--- src/lsr_pkg.sv ---
// Shared types and constants for the line segment rasterizer.
package lsr_pkg;

    // Width of one grid coordinate on the ports.
    localparam int COORD_W = 5;

    // One segment request: two endpoints.
    typedef struct packed {
        logic [COORD_W-1:0] x_start;
        logic [COORD_W-1:0] y_start;
        logic [COORD_W-1:0] x_end;
        logic [COORD_W-1:0] y_end;
    } t_in_item;

    // One pixel of the drawn segment.
    typedef struct packed {
        logic [COORD_W-1:0] pixel_x;
        logic [COORD_W-1:0] pixel_y;
        logic               last_pixel;
    } t_out_item;

    // Commands from the controller to the datapath.
    typedef struct packed {
        logic load;      // capture a new segment
        logic div_go;    // start the slope division
        logic slope_ld;  // register the signed slope
        logic acc_ld;    // set up the accumulator for the pass
        logic step;      // emit one pixel and advance
        logic pass_y;    // 0: X-axis pass, 1: Y-axis pass
        logic last;      // mark the emitted pixel as the final one
    } t_cmd;

    // Status from the datapath to the controller.
    typedef struct packed {
        logic div_idle;  // divider has no division in flight
        logic pass_end;  // current index is the last one of the pass
        logic out_free;  // output register can take a pixel this cycle
    } t_sts;

endpackage

--- src/lsr_div.sv ---
// Restoring bit-serial divider that returns a rounded fixed-point slope magnitude.
module lsr_div import lsr_pkg::*; #(
    parameter int FRAC = 16
) (
    input  logic                i_clk,
    input  logic                i_rst_n,
    input  logic                i_go,
    input  logic [COORD_W-1:0]  i_num,
    input  logic [COORD_W-1:0]  i_den,
    output logic                o_idle,
    output logic [FRAC+5:0]     o_mag
);

    // The dividend is num shifted left by FRAC+1, so the quotient carries one extra bit
    // that is used to round the magnitude half away from zero.
    localparam int DW = COORD_W + FRAC + 1;
    localparam int CW = $clog2(DW + 1);

    logic [CW-1:0]      r_cnt;
    logic [COORD_W-1:0] r_rem;
    logic [COORD_W-1:0] r_den;
    logic [DW-1:0]      r_dq;

    logic [COORD_W:0]   trial;
    logic [COORD_W:0]   diff;
    logic               fits;
    logic [DW:0]        rounded;

    // One quotient bit per cycle.
    assign trial = {r_rem, r_dq[DW-1]};
    assign diff  = trial - {1'b0, r_den};
    assign fits  = trial >= {1'b0, r_den};

    // Control: the count of quotient bits still to produce.
    always_ff @(posedge i_clk) begin
        if (!i_rst_n) begin
            r_cnt <= '0;
        end else if (i_go) begin
            r_cnt <= CW'(DW);
        end else if (r_cnt != '0) begin
            r_cnt <= r_cnt - 1'b1;
        end
    end

    // Datapath: remainder and the shifting dividend/quotient word.
    always_ff @(posedge i_clk) begin
        if (i_go) begin
            r_rem <= '0;
            r_den <= i_den;
            r_dq  <= {i_num, {(FRAC + 1){1'b0}}};
        end else if (r_cnt != '0) begin
            r_rem <= fits ? diff[COORD_W-1:0] : trial[COORD_W-1:0];
            r_dq  <= {r_dq[DW-2:0], fits};
        end
    end

    // Drop the extra quotient bit with rounding.
    assign rounded = {1'b0, r_dq} + (DW + 1)'(1);
    assign o_mag   = rounded[DW:1];
    assign o_idle  = (r_cnt == '0);

endmodule

--- src/lsr_datapath.sv ---
// Datapath: endpoint registers, slope, DDA accumulator and output register.
module lsr_datapath import lsr_pkg::*; #(
    parameter int GRID = 32,
    parameter int FRAC = 16
) (
    input  logic      i_clk,
    input  logic      i_rst_n,
    input  t_in_item  i_in_item,
    input  t_cmd      i_cmd,
    output t_sts      o_sts,
    output logic      o_out_valid,
    input  logic      i_out_ready,
    output t_out_item o_out_item
);

    localparam int SW = FRAC + 6;          // signed slope width
    localparam int AW = FRAC + 12;         // signed accumulator width
    localparam int IW = AW - FRAC;         // integer part of the accumulator
    localparam logic [COORD_W-1:0] MAXC = COORD_W'(GRID - 1);
    localparam logic signed [AW-1:0] HALF = {{(AW - FRAC){1'b0}}, 1'b1, {(FRAC - 1){1'b0}}};

    logic [COORD_W-1:0]  r_xs, r_ys, r_xe, r_ye;
    logic signed [SW-1:0] r_slope;
    logic signed [AW-1:0] r_acc;
    logic [COORD_W-1:0]  r_idx, r_hi;
    logic                r_out_valid;
    t_out_item           r_out;

    logic [COORD_W-1:0]  cx_s, cy_s, cx_e, cy_e;
    logic signed [COORD_W:0] dx, dy, d_num, d_den;
    logic [COORD_W-1:0]  abs_num, abs_den;
    logic [SW-1:0]       mag;
    logic                div_idle;
    logic signed [SW-1:0] slope_n;
    logic [COORD_W-1:0]  a_pt, b_pt, base_pt, lo, hi;
    logic signed [COORD_W:0] off0;
    logic signed [AW-1:0] prod;
    logic signed [AW-1:0] base_fx;
    logic [IW-1:0]       ipart;
    logic [COORD_W-1:0]  coord;
    logic                out_free;

    // Saturate endpoints that lie beyond the grid.
    assign cx_s = (i_in_item.x_start > MAXC) ? MAXC : i_in_item.x_start;
    assign cy_s = (i_in_item.y_start > MAXC) ? MAXC : i_in_item.y_start;
    assign cx_e = (i_in_item.x_end > MAXC) ? MAXC : i_in_item.x_end;
    assign cy_e = (i_in_item.y_end > MAXC) ? MAXC : i_in_item.y_end;

    always_ff @(posedge i_clk) begin
        if (i_cmd.load) begin
            r_xs <= cx_s;
            r_ys <= cy_s;
            r_xe <= cx_e;
            r_ye <= cy_e;
        end
    end

    // Slope operands: dy/dx for the X pass, dx/dy for the Y pass.
    assign dx      = $signed({1'b0, r_xe}) - $signed({1'b0, r_xs});
    assign dy      = $signed({1'b0, r_ye}) - $signed({1'b0, r_ys});
    assign d_num   = i_cmd.pass_y ? dx : dy;
    assign d_den   = i_cmd.pass_y ? dy : dx;
    assign abs_num = d_num[COORD_W] ? COORD_W'(-d_num) : d_num[COORD_W-1:0];
    assign abs_den = d_den[COORD_W] ? COORD_W'(-d_den) : d_den[COORD_W-1:0];

    lsr_div #(
        .FRAC (FRAC)
    ) u_div (
        .i_clk   (i_clk),
        .i_rst_n (i_rst_n),
        .i_go    (i_cmd.div_go),
        .i_num   (abs_num),
        .i_den   (abs_den),
        .o_idle  (div_idle),
        .o_mag   (mag)
    );

    // Apply the sign; a zero divisor gives a flat slope.
    always_comb begin
        if (abs_den == '0) begin
            slope_n = '0;
        end else if (d_num[COORD_W] ^ d_den[COORD_W]) begin
            slope_n = -$signed(mag);
        end else begin
            slope_n = $signed(mag);
        end
    end

    // Pass setup: walk from the smaller to the larger coordinate.
    assign a_pt    = i_cmd.pass_y ? r_ys : r_xs;
    assign b_pt    = i_cmd.pass_y ? r_ye : r_xe;
    assign base_pt = i_cmd.pass_y ? r_xs : r_ys;
    assign lo      = (a_pt < b_pt) ? a_pt : b_pt;
    assign hi      = (a_pt < b_pt) ? b_pt : a_pt;
    assign off0    = $signed({1'b0, lo}) - $signed({1'b0, a_pt});
    assign prod    = AW'(r_slope) * AW'(off0);
    assign base_fx = $signed({{(AW - COORD_W - FRAC){1'b0}}, base_pt, {FRAC{1'b0}}});

    always_ff @(posedge i_clk) begin
        if (i_cmd.slope_ld) begin
            r_slope <= slope_n;
        end
        if (i_cmd.acc_ld) begin
            r_acc <= prod + base_fx + HALF;
            r_idx <= lo;
            r_hi  <= hi;
        end else if (i_cmd.step) begin
            r_acc <= r_acc + {{(AW - SW){r_slope[SW-1]}}, r_slope};
            r_idx <= r_idx + 1'b1;
        end
    end

    // Floor of the accumulator, clamped to the grid.
    assign ipart = r_acc[AW-1:FRAC];
    always_comb begin
        if (ipart[IW-1]) begin
            coord = '0;
        end else if (ipart > IW'(GRID - 1)) begin
            coord = MAXC;
        end else begin
            coord = ipart[COORD_W-1:0];
        end
    end

    // Output register: holds one pixel until the receiver takes it.
    assign out_free = !r_out_valid || i_out_ready;

    always_ff @(posedge i_clk) begin
        if (!i_rst_n) begin
            r_out_valid <= 1'b0;
        end else if (i_cmd.step) begin
            r_out_valid <= 1'b1;
        end else if (i_out_ready) begin
            r_out_valid <= 1'b0;
        end
    end

    always_ff @(posedge i_clk) begin
        if (i_cmd.step) begin
            r_out.pixel_x    <= i_cmd.pass_y ? coord : r_idx;
            r_out.pixel_y    <= i_cmd.pass_y ? r_idx : coord;
            r_out.last_pixel <= i_cmd.last;
        end
    end

    assign o_out_valid    = r_out_valid;
    assign o_out_item     = r_out;
    assign o_sts.div_idle = div_idle;
    assign o_sts.pass_end = (r_idx == r_hi);
    assign o_sts.out_free = out_free;

endmodule

--- src/lsr_ctrl.sv ---
// Controller: sequences the division, pass setup and pixel emission of each segment.
module lsr_ctrl import lsr_pkg::*; (
    input  logic i_clk,
    input  logic i_rst_n,
    input  logic i_in_valid,
    output logic o_in_ready,
    input  t_sts i_sts,
    output t_cmd o_cmd
);

    typedef enum logic [2:0] {
        S_IDLE,
        S_DIV_GO,
        S_DIV_WAIT,
        S_SLOPE,
        S_INIT,
        S_RUN
    } t_state;

    t_state r_state;
    logic   r_pass_y;

    // State register and pass select.
    always_ff @(posedge i_clk) begin
        if (!i_rst_n) begin
            r_state  <= S_IDLE;
            r_pass_y <= 1'b0;
        end else begin
            unique case (r_state)
                S_IDLE: begin
                    if (i_in_valid) begin
                        r_state  <= S_DIV_GO;
                        r_pass_y <= 1'b0;
                    end
                end
                S_DIV_GO: begin
                    r_state <= S_DIV_WAIT;
                end
                S_DIV_WAIT: begin
                    if (i_sts.div_idle) begin
                        r_state <= S_SLOPE;
                    end
                end
                S_SLOPE: begin
                    r_state <= S_INIT;
                end
                S_INIT: begin
                    r_state <= S_RUN;
                end
                S_RUN: begin
                    if (i_sts.out_free && i_sts.pass_end) begin
                        if (r_pass_y) begin
                            r_state <= S_IDLE;
                        end else begin
                            r_state  <= S_DIV_GO;
                            r_pass_y <= 1'b1;
                        end
                    end
                end
                default: begin
                    r_state <= S_IDLE;
                end
            endcase
        end
    end

    // Commands decoded from the state.
    always_comb begin
        o_cmd          = '0;
        o_cmd.pass_y   = r_pass_y;
        o_cmd.load     = (r_state == S_IDLE) && i_in_valid;
        o_cmd.div_go   = (r_state == S_DIV_GO);
        o_cmd.slope_ld = (r_state == S_SLOPE);
        o_cmd.acc_ld   = (r_state == S_INIT);
        o_cmd.step     = (r_state == S_RUN) && i_sts.out_free;
        o_cmd.last     = r_pass_y && i_sts.pass_end;
    end

    assign o_in_ready = (r_state == S_IDLE);

endmodule

--- src/line_segment_rasterizer_top.sv ---
// Top level of the line segment rasterizer.
//
// Usage: a segment request (two endpoints on a GRID x GRID grid) enters on the
// i_in_valid / o_in_ready channel. The block draws it in two passes, one pixel
// per column from the smaller to the larger x, then one pixel per row from the
// smaller to the larger y, and sends each pixel on the o_out_valid / i_out_ready
// channel. The final pixel of a segment carries last_pixel.
// Timing: each pass starts with a bit-serial slope division, then the slope and
// accumulator setup states, then emits one pixel per cycle while the receiver
// accepts them. The first pixel appears after the first division and its setup.
// One segment is processed at a time; a new request is taken once the final
// pixel sits in the output register, even while the receiver still holds it.
// When the receiver stalls, the current pixel is held and the pass pauses.
// Reset clears the controller and output valid; no request is pending after it.
module line_segment_rasterizer_top import lsr_pkg::*; #(
    parameter int GRID = 32,
    parameter int FRAC = 16
) (
    input  logic      i_clk,
    input  logic      i_rst_n,
    input  logic      i_in_valid,
    output logic      o_in_ready,
    input  t_in_item  i_in_item,
    output logic      o_out_valid,
    input  logic      i_out_ready,
    output t_out_item o_out_item
);

    t_cmd cmd;
    t_sts sts;

    // Sequencing.
    lsr_ctrl u_ctrl (
        .i_clk      (i_clk),
        .i_rst_n    (i_rst_n),
        .i_in_valid (i_in_valid),
        .o_in_ready (o_in_ready),
        .i_sts      (sts),
        .o_cmd      (cmd)
    );

    // Arithmetic and output register.
    lsr_datapath #(
        .GRID (GRID),
        .FRAC (FRAC)
    ) u_datapath (
        .i_clk       (i_clk),
        .i_rst_n     (i_rst_n),
        .i_in_item   (i_in_item),
        .i_cmd       (cmd),
        .o_sts       (sts),
        .o_out_valid (o_out_valid),
        .i_out_ready (i_out_ready),
        .o_out_item  (o_out_item)
    );

endmodule
--- config.mk ---
export PLATFORM = sky130hd
export DESIGN_NAME = line_segment_rasterizer_top
export DESIGN_NICKNAME = d
export VERILOG_FILES = /design/src/lsr_pkg.sv /design/src/lsr_div.sv /design/src/lsr_datapath.sv /design/src/lsr_ctrl.sv /design/src/line_segment_rasterizer_top.sv
export SDC_FILE = /design/constraint.sdc
export NUM_CORES = 1
export LEC_CHECK = 0
export BUFFER_PORTS_ARGS = -buffer_cell sky130_fd_sc_hd__buf_4
export CORE_MARGIN = 2
export CORE_UTILIZATION = 45
export DETAILED_ROUTE_END_ITERATION = 6
export SLEW_MARGIN = 25
export SYNTH_ARGS = -nofsm -noshare
export SYNTH_HDL_FRONTEND = slang
export SYNTH_HIERARCHICAL = 1
export SYNTH_SLANG_ARGS = --single-unit
--- constraint.sdc ---
create_clock -name i_clk -period 16.98 [get_ports i_clk]
set_input_delay 1.698 -clock i_clk [delete_from_list [all_inputs] [get_ports i_clk]]
set_output_delay 1.698 -clock i_clk [all_outputs]
set_load 0.01 [all_outputs]
[Word level (Yosys, flattened, before mapping)]
Index checks and enable logic that the tools add are counted.
Storage, ports and cells
  logic and storage cells: 102
  register bits: 133
  bits in latches: 0
  bits in writable memories: 0
  output and inout port bits: 13
  input port bits: 24
  ROM bits: 0
  memories kept: 0
Cells by class
  equal/unequal tests: 9
  $lt $le $gt $ge: 7
  $add $sub $neg: 13
  multiplexer cells: 33
  bitwise gates (word level): 2
  multiply operators: 1
  reductions and logical operators: 17
  shifts and indexed selects: 0
  div/mod/pow operators: 0
Operator list (count)
  2-to-1 mux 5 bit: 16
  2-to-1 mux 22 bit: 3
  2-to-1 mux 28 bit: 2
  adder 28 x 17 -> 28 bit, second input constant: 1
  adder 28 x 22 -> 28 bit: 1
  adder 28 bit: 1
  multiplier 22 x 6 -> 28 bit: 1
  adder 22 x 1 -> 23 bit, second input constant: 1
  negator 22 bit: 1
  greater-than comparator 5 bit, second input constant: 4
  one-hot mux 3 bit (6 select lines): 1
  subtractor 5 x 5 -> 6 bit: 3
  greater-than comparator 12 x 5 -> 1 bit, second input constant: 1
  2-to-1 mux 6 bit: 2
  zero test 5 bit: 2
  negator 5 bit: 2
  2-to-1 mux 3 bit: 3
  nonzero test 2 bit: 4
  == test 3 x 2 -> 1 bit, second input constant: 2
  == test 3 bit, second input constant: 2
  >= comparator 6 x 5 -> 1 bit: 1
  AND reduction 3 bit: 2
  adder 5 x 1 -> 5 bit, second input constant: 1
  == test 5 bit: 1
  16 further kinds: 24

[Logic depth before layout (Yosys ltp)]
Gate-level depths: netlist of the first run.
  word-level depth: 8
  gate-level depth with buffers: 40
  mapped depth without buffers: 34

[Modules after synthesis]
Netlist of the first run, hierarchy kept.
By module, submodules not included
  lsr_datapath: area an instance 11359.6 um2, sequential area each 2752.6 um2, cells an instance 1217, instances 1
  lsr_div: area an instance 2083.2 um2, sequential area each 840.8 um2, cells an instance 243, instances 1
  lsr_ctrl: area an instance 289.0 um2, sequential area each 80.1 um2, cells an instance 35, instances 1

[Worst setup path before layout of the first run]
Ideal clock, no wire load.
  path kind: register to register
  from: register u_ctrl.r_pass_y
  to: register u_datapath.r_acc[23], data pin
  period minus slack after synthesis: 8.551 ns
  buffers on the path: 6
  arrival time: 8.282 ns
  setup time: 0.269 ns
  slack: 8.429 ns
  data required time: 16.711 ns
  cell stages (with the launch flop): 38
  cell sequence: dfxtp_1 > buf_4 > buf_2 > buf_4 > buf_1 > o21a_1 > inv_1 > ha_1 > a21o_1 > a21o_1 > a21oi_1 > nor2b_1 > nor2_1 > buf_2 > mux2_1 > fa_1 > inv_1 > a21o_1 > (+2 left out) > clkbuf_1 > nand2_1 > fa_1 > fa_1 > inv_1 > fa_1 > inv_1 > fa_1 > inv_1 > ha_1 > a211oi_1 > o21a_1 > o31ai_1 > o32a_1 > and2_4 > a41oi_1 > xor2_1 > mux2i_1
On the way
  word-level cells in the longest chain between the ends: 8
  elaborated cells between the ends (all ways): 10
  classes of those cells: add/sub (3); mul (1); order compare (1); mux (5)
Ends and longest elaborated chain
  from (decl): RTL line lsr_ctrl.sv:21  | logic r_pass_y;
  from (signal assigned): RTL line lsr_ctrl.sv:27  | r_pass_y <= 1'b0;
  from (signal assigned): RTL line lsr_ctrl.sv:33  | r_pass_y <= 1'b0;
  from (signal assigned): RTL line lsr_ctrl.sv:56  | r_pass_y <= 1'b1;
  2-to-1 mux 5 bit (on tied branches): RTL line lsr_datapath.sv:90, lsr_datapath.sv:91
  < comparator 5 bit: RTL line lsr_datapath.sv:93  | assign lo = (a_pt < b_pt) ? a_pt : b_pt;
  2-to-1 mux 5 bit: RTL line lsr_datapath.sv:93
  subtractor 5 x 5 -> 6 bit: RTL line lsr_datapath.sv:95  | assign off0 = $signed({1'b0, lo}) - $signed({1'b0, a_pt});
  multiplier 22 x 6 -> 28 bit: RTL line lsr_datapath.sv:96  | assign prod = AW'(r_slope) * AW'(off0);
  adder 28 x 22 -> 28 bit (*): RTL line lsr_datapath.sv:104  | r_acc <= prod + base_fx + HALF;
  adder 28 x 17 -> 28 bit (*): RTL line lsr_datapath.sv:104
  2-to-1 mux 28 bit (*): RTL line lsr_datapath.sv:103  | if (i_cmd.acc_ld) begin
  to (signal assigned): RTL line lsr_datapath.sv:104
  to (signal assigned): RTL line lsr_datapath.sv:108  | r_acc <= r_acc + {{(AW - SW){r_slope[SW-1]}}, r_slope};
  to (decl): RTL line lsr_datapath.sv:24  | logic signed [AW-1:0] r_acc;
Every way passes the cells marked *; elsewhere a longest branch is shown, timed or not.
A chain may end at the register's enable or synchronous reset.

[Final worst setup path of the first run]
Same ends and word-level chain as after synthesis.

==> impl_metrics.csv, run 1 <==
group,metric,value,unit
min_path,min_from,"u_datapath/u_div/r_dq[16]",
synthesis,synth_most_common_cell,"inv_1",
grt,antenna_found_initial,0,
synthesis,syn_area_per_cell,9.185,um2
synthesis,synth_area,13730,um2
drt,dr.pass1.iters,4,
die,rows,63,
sta,slew_violations,0,
synthesis,ys_types,78,
clocking,cts_buffer_depth,2,
clocking,clk_pin_slew_worst_paths,70,ps
clocking,post_cts_buffers,0,
final_layout,syn2layout_area_growth,8.027,%
grt,grt_pass1_vias,10160,
sta,tns,0,ps
setup_path,crit_path_end_kind,"flop",
drt,drt_iter0_markers,481,
final_layout,antenna_cells,0,
die,die_y,178.7,um
synthesis,synth_area_leader_cell,"edfxtp_1",
final_layout,ff_latch_area,3675,um2
synthesis,synth_seq_cells,133,
setup_path,crit-reg2reg-launch,"u_ctrl/r_pass_y",
drt,post_drt_via_cell_ratio,5.387,
synthesis,syn_inst,1495,
synthesis,syn-num-nets,1724,
place,gp_congestion,0.8531,
sta,slew_headroom,35.26,%
setup_path,criticalPathCategory,"flop to flop",
run_status,status,"finished, final reports clean",
clocking,cts_sinks,133,
final_layout,final_nets,1718,
drt,ant_nets,0,
drt,wl_per_cell,16.08,um
sta,fin_skew,14.13,ps
setup_path,cp_max_fo,31,
clocking,htree_levels,4,
setup_path,crit_buf_inv,6,
synthesis,ys_top_cells_by_count,"inv_1, nand2_1, nor2_1",
die,ioPinCount,37,
synthesis,yosysWarnings,6,
clocking,cts_root_buf,"clkbuf_16",
sta,setup_ws,7411,ps
die,core_area,29870,um2
clocking,numCtsBuffers,17,
clocking,worstSkewPairLatency,440,ps
final_layout,stdcell_count,1892,
sta,fin_crit_sh,56.35,%
sta,maxClockFrequency,0.1045,GHz
synthesis,synth_top_area_share,22.09,%
min_path,hp-class,"flop to flop",
drt,vias,10193,
grt,grt_pass1_wl,50450,um
sta,setup_viol,0,
sta,min_period,9569,ps
run,cap_violations,0,
synthesis,ys_seq_area_share,26.75,%
synthesis,ys.flop_type,"edfxtp_1",
drt,drc,0,
sta,hold_violations,0,
sta,worstMarginPinSlew,965.1,ps
place,placed_cells,1860,
final_layout,drive_gt1_share,7.656,%
clocking,cts.repair.resized,0,
setup_path,cp_top_family,"adder cells",
setup_path,crit_start,"u_ctrl/r_pass_y",
place,dp_slack,7187,ps
grt,grt_max_degree,47,
clocking,cts_tree,"done",
setup_path,max_stage_delay,640,ps
clocking,ctsHoldBuffers,0,
die,dieArea,31930,um2
drt,totalWireLength,30430,um
die,die-width,178.7,um
sta,rsz0062_at_grt,"no",
final_layout,final_core_util,49.65,%
final_layout,multiInputGateArea,9106,um2
grt,grt_use_total,20.07,%
synthesis,async_flop_share,0,%
setup_path,startpoint_type,"flop",
place,dp_hpwl,23210,um
die,start_util,45.96,%
synthesis,synth_edf_count,101,
final_layout,fill_cells,2833,
grt,grt_overflow,0,
setup_path,cp.arrival,9730,ps
place,portBuffers,36,
synthesis,synthTopCellsByArea,"edfxtp_1, fa_1, ha_1",
setup_path,crit_required,17140,ps
setup_path,slowest_stage,"dfxtp_2",
-- routing by layer --
layer,wire length (um),track usage (%),share of wire (%),up-vias
met5,0,0,0,-
met4,557,6.199,1.8,0
met1,14530,27.33,48,4925
met3,946,2.396,3.1,29
met2,14400,33.49,47,162
li1,-,-,-,5077
-- worst paths after layout --
check                              endpoint  slack [ps]  cells past startpoint
setup / recovery       u_datapath/r_acc[23]        7410                     31
hold reg to reg   u_datapath/u_div/r_dq[16]         500                      2
hold / removal    u_datapath/u_div/r_dq[16]         500                      2
setup reg to reg       u_datapath/r_acc[23]        7410                     31
-- metrics by stage --
step                hold WS [ps]  area [um2]
detailed placement         492.2       14240
floorplan                  458.3       13730
CTS                        499.0       14830
global route               526.3       14830
finish                     498.5       14830
global placement           473.5       14230
-- kinds of logic (layout without fill, tap and decap cells) --
kind of cell	count (synthesis)	after routing	synth area share, %
adders and majority gates	205	205	24.15
AOI/OAI and AO/OA	287	287	13.74
DFF	133	133	26.75
muxes	49	49	3.663
buffers and inverters	233	240	7.098
xor gates and xnor gates	113	113	7.207
and+or+nand+nor	475	475	17.39
-- area by class of cell --
cell class / instances / share of cell area (%)
clock buffers: 17 / 2.868
clock inverters: 15 / 1.122
well taps: 390 / 3.289
inverters: 160 / 4.133
multi-input cells: 1129 / 61.39
repair buffers: 48 / 2.429
flip-flops and latches: 133 / 24.77
-- placed cells by master, fill, tap and decap left out, drive strengths merged, types with 33 or more instances in the layout --
cell    count
buf        48
and2       53
nor2b      33
mux2i      39
a21oi      82
edfxtp    101
inv       166
nand2b     36
fa        100
nor2      112
ha        105
xnor2      65
o21ai      64
xor2       48
nand2     132
-- sequential cells by signal, summed over array words and instances, names as in the netlist --
| signal | cells |
|---|---|
| u_datapath/r_idx | 5 |
| u_datapath/u_div/r_rem | 5 |
| u_ctrl/r_pass_y | 1 |
| u_ctrl/r_state | 3 |
| u_datapath/o_out_valid | 1 |
| u_datapath/o_out_item | 11 |
| u_datapath/r_ys | 5 |
| u_datapath/r_acc | 28 |
| u_datapath/r_slope | 22 |
| u_datapath/u_div/r_den | 5 |
| u_datapath/r_xe | 5 |
| u_datapath/u_div/r_cnt | 5 |
| u_datapath/r_hi | 5 |
| u_datapath/u_div/r_dq | 22 |
| u_datapath/r_ye | 5 |
| u_datapath/r_xs | 5 |
-- worst min-delay path, cell delays in order (launching register included) --
cell and delay, ps:
dfxtp_1 340, nand2_1 60, a21oi_1 50
Power of run 1 is left out: the tool's default activity adds up to more than one toggle a clock period on the data nets, which glitch-free logic cannot reach.
==> run 2: changes to the inputs <==
==> constraint.sdc (replaced) <==
create_clock -name i_clk -period 7.7 [get_ports i_clk]
set_input_delay 0.77 -clock i_clk [delete_from_list [all_inputs] [get_ports i_clk]]
set_output_delay 0.77 -clock i_clk [all_outputs]
set_load 0.01 [all_outputs]
==> run 2 against run 1 <==
Global-route usage is 0.29 points higher. Critical path depth is 4 higher. Hold slack worse by 15 ps. Via count is 1.8% higher. Utilization is 1.8 points higher. Die area stayed put. Flip-flop and latch count stayed put. Setup slack worse by 7200 ps. Clock skew hardly changed. Register-to-register slack worse by 7200 ps. Design area is 3.7% higher. First-iteration DRC count is 28% higher. Critical path type unchanged. Critical endpoint unchanged.
==> impl_metrics.csv, run 2 (synthesis gave the netlist of run 1 again) <==
group,metric,value,unit
final_layout,final_core_util,51.49,%
clocking,ctsHoldBuffers,0,
sta,slew_headroom,36.90,%
sta,fin_skew,14.29,ps
setup_path,crit_required,7850,ps
min_path,min_from,"u_datapath/u_div/r_dq[5]",
grt,grt_use_total,20.36,%
sta,hold_violations,0,
run_status,status,"finished, final reports clean",
clocking,htree_levels,4,
final_layout,final_common_cell,"inv_1",
clocking,cts_root_buf,"clkbuf_16",
setup_path,cp.arrival,7600,ps
setup_path,cp_max_fo,7,
clocking,cts_tree,"done",
drt,totalWireLength,31590,um
die,dieArea,31930,um2
place,dp_hpwl,23910,um
die,ioPinCount,37,
die,rows,63,
sta,fin_crit_sh,96.68,%
drt,post_drt_via_cell_ratio,5.377,
setup_path,criticalPathCategory,"flop to flop",
place,portBuffers,36,
die,start_util,45.96,%
sta,min_period,7445,ps
grt,antenna_found_initial,0,
setup_path,r2r-end,"u_datapath/r_acc[23]",
drt,wl_per_cell,16.38,um
final_layout,final_nets,1755,
setup_path,rrSetupSlack,260,ps
grt,grt_max_degree,47,
grt,grt_overflow,0,
drt,drc,0,
final_layout,final_cell_mix,"inv_1, nand2_1, nor2_1, edfxtp_1, fa_1",
clocking,numCtsBuffers,17,
sta,worstMarginPinSlew,940.6,ps
drt,ant_nets,0,
setup_path,crit_path_end_kind,"flop",
clocking,cts_sinks,133,
grt,grt_pass1_wl,51390,um
grt,grt_pass1_vias,10313,
final_layout,largest_register_ffs,28,
final_layout,final_area,15380,um2
final_layout,multiInputGateArea,9346,um2
drt,dr.pass1.iters,5,
sta,maxClockFrequency,0.1343,GHz
final_layout,top_regs,"u_datapath/r_acc (28), u_datapath/r_slope (22), u_datapath/u_div/r_dq (22)",
final_layout,syn2layout_area_growth,12.03,%
final_layout,top_register,"u_datapath/r_acc",
clocking,worstSkewPairLatency,430,ps
drt,drt_iter0_markers,618,
sta,tns,0,ps
sta,slew_violations,0,
final_layout,ff_latch_area,3677,um2
min_path,hold_end,"u_datapath/u_div/r_dq[5]",
final_layout,drive_gt1_share,12.41,%
place,place_area,14470,um2
setup_path,max_stage_delay,530,ps
final_layout,antenna_cells,0,
run,cap_violations,0,
clocking,cts_buffer_depth,2,
clocking,clk_pin_slew_worst_paths,60,ps
setup_path,r2r.worst_path.cells,35,
min_path,hp-class,"flop to flop",
die,core_area,29870,um2
setup_path,crit-reg2reg-launch,"u_datapath/r_xs[1]",
die,die_y,178.7,um
die,die-width,178.7,um
place,gp_congestion,0.8504,
setup_path,slowest_stage,"fa_1",
min_path,hold_depth,2,
sta,setup_viol,0,
drt,vias,10372,
setup_path,startpoint_type,"flop",
final_layout,fill_cells,2726,
run 2: changes by cell type in the layout (fill, tap and decap cells not counted), sizes merged:
cell,change
buf,+37
inv,-6
clkinv,+3
clkbuf,+2
clkinvlp,+1
run 2: worst max-delay path by stage:
| stage | start | endpoint | slack (ps) | depth (start not counted) |
|---|---|---|---|---|
| 2_1_floorplan | u_ctrl/r_pass_y | u_datapath/r_acc[23] | -5 | 38 |
| 3_3_place_gp | u_ctrl/r_pass_y | u_datapath/r_acc[24] | 170 | 33 |
| 4_1_cts | u_ctrl/r_pass_y | u_datapath/r_acc[23] | 50 | 33 |
| 5_1_grt | u_datapath/r_xs[1] | u_datapath/r_acc[23] | -40 | 35 |
| 6_report | u_datapath/r_xs[1] | u_datapath/r_acc[23] | 260 | 35 |
| 3_5_place_dp | u_datapath/r_xs[1] | u_datapath/r_acc[23] | 60 | 34 |
run 2: timing repair:
item,CTS,global route
gates resized for setup,0,45
setup endpoints to repair,0,15
setup buffers,0,15
run 2: routing by layer:
metal	share of wire [%]	vias to the layer above	GRT usage, %
li1	-	5154	-
met1	49	5034	28.16
met2	47	161	33.72
met3	3.2	23	3.350
met4	0.98	0	4.234
met5	0	-	0
run 2: per-stage QoR:
step           cells  setup slack, ps  hold slack (ps)
6_report        1929            255.4            483.9
3_3_place_gp    1880            170.0            476.0
4_1_cts         1912            45.89            491.7
5_1_grt         1929           -40.65            491.4
2_1_floorplan   1495           -5.488            458.3
3_5_place_dp    1880            59.33            482.6
run 2: area by class of cell:
| cell class | instances | area share (%) |
|---|---|---|
| well taps | 390 | 3.172 |
| multi-input cells | 1129 | 60.76 |
| clock inverters | 13 | 0.9760 |
| inverters | 160 | 3.985 |
| clock buffers | 19 | 2.879 |
| repair buffers | 85 | 4.327 |
| flip-flops and latches | 133 | 23.90 |
run 2: worst max-delay path, delay by kind of cell, from the launching register on:
family                     cells  cell delay (ps)
adders and majority gates      8             2700
AOI/OAI and AO/OA             11             2210
xor gates and xnor gates       2              280
muxes                          2              310
DFF                            1              410
and+or+nand+nor                4              520
buffers and inverters          8              760
Power of run 2 is left out for the same reason.
